===== config.mk =====
export PLATFORM = sky130hd
export DESIGN_NAME = cdr_queue
export DESIGN_NICKNAME = d
export VERILOG_FILES = /design/src/hdl/cdr_pkg.sv /design/src/hdl/cdr_queue.sv
export SDC_FILE = /design/constraint.sdc
export NUM_CORES = 1
export LEC_CHECK = 0
export ABC_AREA = 1
export BUFFER_PORTS_ARGS = -buffer_cell sky130_fd_sc_hd__buf_4
export CAP_MARGIN = 5
export CORE_MARGIN = 1
export CORE_UTILIZATION = 30
export DETAILED_ROUTE_END_ITERATION = 8
export SYNTH_ARGS = -nofsm -noshare
export SYNTH_HDL_FRONTEND = slang
export SYNTH_SLANG_ARGS = --single-unit

===== constraint.sdc =====
create_clock -name clk -period 2.8 [get_ports clk]
set_input_delay 0.56 -clock clk [delete_from_list [all_inputs] [get_ports clk]]
set_output_delay 0.56 -clock clk [all_outputs]
set_load 0.005 [all_outputs]

===== src/hdl/cdr_pkg.sv =====
// Shared types, constants and codes for the circular deque ring buffer.
package cdr_pkg;

  localparam int DEPTH     = 1024;
  localparam int IDX_W     = $clog2(DEPTH);
  localparam int CNT_W     = $clog2(DEPTH + 1);
  localparam int CAP_W     = 11;
  localparam int CAP_RESET = (1024 > DEPTH) ? DEPTH : 1024;
  localparam int Q_DEPTH   = 2;
  localparam int Q_AW      = $clog2(Q_DEPTH);
  localparam int Q_CW      = $clog2(Q_DEPTH + 1);
  localparam int ADDR_W    = 3;

  localparam logic [ADDR_W-1:0] REG_CAPACITY = 3'd0;

  localparam logic [2:0] OPC_NONE         = 3'd0;
  localparam logic [2:0] OPC_INSERT_FRONT = 3'd1;
  localparam logic [2:0] OPC_INSERT_REAR  = 3'd2;
  localparam logic [2:0] OPC_DELETE_FRONT = 3'd3;
  localparam logic [2:0] OPC_DELETE_REAR  = 3'd4;

  typedef enum logic [2:0] {
    K_NONE,
    K_PUSH_FRONT,
    K_PUSH_REAR,
    K_POP_FRONT,
    K_POP_REAR
  } op_kind_t;

  typedef enum logic [1:0] {
    ST_EXEC,
    ST_READ,
    ST_LOAD
  } back_state_t;

  typedef struct packed {
    logic [2:0]          operation;
    logic signed [31:0]  value;
  } in_item_t;

  typedef struct packed {
    logic                ok;
    logic signed [31:0]  front_value;
    logic signed [31:0]  rear_value;
    logic                is_empty;
    logic                is_full;
    logic [CAP_W-1:0]    count;
  } out_item_t;

  typedef struct packed {
    op_kind_t            kind;
    logic signed [31:0]  value;
  } cmd_t;

  typedef struct packed {
    logic [CNT_W-1:0]    count;
    logic                busy;
  } bk_stat_t;

endpackage


===== src/hdl/cdr_queue.sv =====
// Short command queue between the front end and the back end.
module cdr_queue (
  input  logic          clk,
  input  logic          rst_n,
  input  logic          push_valid,
  output logic          push_ready,
  input  cdr_pkg::cmd_t push_cmd,
  output logic          pop_valid,
  input  logic          pop_ready,
  output cdr_pkg::cmd_t pop_cmd
);

  cdr_pkg::cmd_t                 slot_r [cdr_pkg::Q_DEPTH];
  logic [cdr_pkg::Q_AW-1:0]      wr_ptr_r, wr_ptr_nxt;
  logic [cdr_pkg::Q_AW-1:0]      rd_ptr_r, rd_ptr_nxt;
  logic [cdr_pkg::Q_CW-1:0]      cnt_r, cnt_nxt;
  logic                          do_push, do_pop;

  assign push_ready = (cnt_r != cdr_pkg::Q_CW'(cdr_pkg::Q_DEPTH));
  assign pop_valid  = (cnt_r != '0);
  assign pop_cmd    = slot_r[rd_ptr_r];
  assign do_push    = push_valid && push_ready;
  assign do_pop     = pop_valid && pop_ready;

  always_comb begin
    wr_ptr_nxt = wr_ptr_r;
    rd_ptr_nxt = rd_ptr_r;
    cnt_nxt    = cnt_r;
    if (do_push) begin
      wr_ptr_nxt = (wr_ptr_r == cdr_pkg::Q_AW'(cdr_pkg::Q_DEPTH - 1)) ? '0 : wr_ptr_r + 1'b1;
    end
    if (do_pop) begin
      rd_ptr_nxt = (rd_ptr_r == cdr_pkg::Q_AW'(cdr_pkg::Q_DEPTH - 1)) ? '0 : rd_ptr_r + 1'b1;
    end
    if (do_push && !do_pop) begin
      cnt_nxt = cnt_r + 1'b1;
    end else if (do_pop && !do_push) begin
      cnt_nxt = cnt_r - 1'b1;
    end
  end

  always_ff @(posedge clk) begin
    if (!rst_n) begin
      wr_ptr_r <= '0;
      rd_ptr_r <= '0;
      cnt_r    <= '0;
    end else begin
      wr_ptr_r <= wr_ptr_nxt;
      rd_ptr_r <= rd_ptr_nxt;
      cnt_r    <= cnt_nxt;
    end
  end

  always_ff @(posedge clk) begin
    if (do_push) begin
      slot_r[wr_ptr_r] <= push_cmd;
    end
  end

endmodule


==> impl_metrics.csv <==
group,metric,value,unit
run_status,status,"finished, final reports clean",
yosys,yosys.cell_types.count,15,
setup_path,cp-end-kind,"primary output",
pwr,clkPwrFrac,27.5,%
floorplanning,num_io_pins,76,
yosys,ys_seq_area_share,75.4,%
setup_path,startpoint_type,"flop",
setup_path,cp_slowest_cell,"buf_4",
pwr,p_comb_share,26.7,%
clock_network,post_cts_buffers,0,
pwr,p_total,3.20,mW
sta,fin_crit,2040,ps
pwr,cellPowerDensity,834,nW/um^2
detailed_routing,ant_nets,0,
sta,final_max_slew_viol_count,0,
yosys,syn-cell-area,2920,um^2
pwr,p_sw_share,24.5,%
setup_path,ff2ff_path_depth,5,
setup_path,worstPathRequired,2240,ps
yosys,syn_inst,146,
pwr,total_leakage_power,1.51,nW
hold_path,holdCritPathClass,"in2reg",
yosys,syn-num-nets,186,
clock_network,cts_num_sinks,75,
global_routing,grt_first_pass_wirelength,7090,um
placement,gp_congestion,0.624,
yosys,postSynthAreaPerCell,20.0,um^2
sta,finalHoldViolCount,0,
hold_path,holdCritStartpoint,"push_cmd[18]",
detailed_routing,wl_per_cell,12.5,um
setup_path,path_class,"reg2out",
detailed_routing,firstDrtPassIters,4,
global_routing,grt_use_total,9.65,%
setup_path,critPathArrivalTime,1480,ps
clock_network,ctsResizeCount,0,
clock_network,clk_latency,340,ps
pwr,p_sw,0.784,mW
setup_path,r2r_setup_slack,1170,ps
sta,rsz0062_at_grt,"false",
finish,syn_to_final_growth,31.3,%
clock_network,clock_path_buffers,2,
setup_path,path_buf_inv,2,
floorplanning,die_y,101,um
global_routing,grt_max_degree,36,
setup_path,crit_path_frequent_cell,"buf_4",
clock_network,holdBufCountCts,0,
placement,portBuffers,75,
finish,nets,272,
clock_network,cts_root_buffer,"clkbuf_8",
placement,dpl.hpwl,3110,um
setup_path,crit_path_max_fanout,20,
setup_path,path_delay_family,"buffers and inverters",
clock_network,htree_levels,3,
floorplanning,dieArea,10100,um^2
detailed_routing,post-route-drc-count,0,
sta,fmax,0.489,GHz
global_routing,grt_overflow,0,
sta,timing.setup.tns,0,ps
flow_run,drv_cap,0,
clock_network,cts_buffers,9,
hold_path,hold_end,"slot_r[1][18]$_DFFE_PP_",
pwr,ir_drop,0.000405,V
yosys,synth_seq_cells,75,
pwr,p_int,2.41,mW
setup_path,rr_endpoint,"slot_r[0][0]$_DFFE_PP_",
global_routing,antenna_found_initial,0,
global_routing,grt_pass1_vias,1466,
finish,drive_above_1_share,55.7,%
hold_path,hold_depth,1,
pwr,seqPwrFrac,45.9,%
floorplanning,std_cell_rows,35,
clock_network,clkTransAtPathRegs,80,ps
sta,finClkSkew,10.0,ps
floorplanning,core_area,9330,um^2
detailed_routing,routed-via-count,1497,
setup_path,rr_startpoint,"cnt_r[0]$_SDFFE_PN0P_",
sta,finalCritPeriodShare,73.0,%
yosys,ys_warn_count,0,
sta,worst_pin_slew,472,ps
detailed_routing,routed_via_density,4.09,
setup_path,max_stage_delay,340,ps
setup_path,cp_cell_sequence,"buf_4 > mux2_4 > buf_4",
finish,diodes,0,
detailed_routing,wl,4590,um
clock_network,cts_tree,"done",
sta,max-slew-margin-rel,68.5,%
floorplanning,start_util,31.3,%
sta,setup_viol,0,
detailed_routing,drt_iter0_markers,44,
floorplanning,die_w,101,um
==> cells by family after synthesis <==
family / synth area share, %
fa+ha+maj: 0.428
compound gates: 0.771
buf+inv: 3.47
simple gates: 2.57
flops: 75.4
mux: 17.4
==> synthesized netlist by cell type, drive strengths merged <==
cell | count | area [um^2]
a21oi | 1 | 5.00
inv | 8 | 30.0
nor2 | 8 | 30.0
nand4 | 1 | 6.26
dfxtp | 5 | 100
o21a | 1 | 7.51
nand3 | 1 | 5.00
mux2 | 35 | 507
buf | 4 | 71.3
edfxtp | 70 | 2100
o21ai | 2 | 10.0
ha | 1 | 12.5
nand2 | 9 | 33.8
==> power groups by stage <==
stage	sequential [mW]	clock (mW)	combinational, mW
finish	1.47	0.878	0.853
global route	1.48	0.963	0.938
CTS	1.47	0.911	0.877
detailed placement	1.49	0	0.876
global placement	1.49	0	0.868
floorplan	1.48	0	0.543
==> sequential cells by signal (all words and copies together), names as in the netlist, named ones only <==
register	flops
slot_r	70
cnt_r	2
rd_ptr_r	1
wr_ptr_r	1
==> cell type report <==
cell class / count / area (um^2)
multi-input cells: 59 / 632
repair buffers: 79 / 593
clock inverters: 6 / 87.6
flip-flops and latches: 75 / 2200
fillers: 866 / 5490
inverters: 8 / 30.0
clock buffers: 10 / 128
well taps: 129 / 161
==> layer usage <==
layer,vias to the layer above,wire [um],global-route usage (%)
met5,-,0,0
met4,0,72,5.69
met3,7,326,3.47
met2,52,2340,15.3
met1,723,1850,11.2
li1,715,-,-
==> metrics by stage <==
step / instances / hold WS [ps] / area, um^2 / worst slack, ps / util (%)
2_1_floorplan: 146 / 467 / 2920 / 245 / -
3_3_place_gp: 350 / 480 / 3620 / 1090 / 38.8
3_5_place_dp: 350 / 482 / 3620 / 1070 / 38.8
4_1_cts: 366 / 376 / 3830 / 705 / 41.1
5_1_grt: 366 / 371 / 3830 / 665 / 41.1
6_report: 366 / 403 / 3830 / 755 / 41.1
==> worst max-delay path by stage <==
stage | from | end | slack, ps | depth (start not counted)
after detailed placement | push_valid | slot_r[0][2]$_DFFE_PP_ | 1070 | 4
after global placement | flop | pop_cmd[33] | 1090 | 3
final | flop | pop_cmd[27] | 760 | 3
after floorplan | push_valid | slot_r[0][0]$_DFFE_PP_ | 240 | 2
after global routing | flop | pop_cmd[27] | 660 | 3
after CTS | flop | pop_cmd[22] | 700 | 3
==> layout by cell type, fill, tap and decap left out, drive strengths merged, types with 2 or more instances in the layout <==
cell type | synthesis | routed
nand2 | 9 | 9
bufinv | 0 | 2
dfxtp | 5 | 5
buf | 4 | 79
inv | 8 | 9
o21ai | 2 | 2
edfxtp | 70 | 70
mux2 | 35 | 35
clkinv | 0 | 3
nor2 | 8 | 8
clkbuf | 0 | 10
No activity file was read; power rests on OpenSTA's default activity.
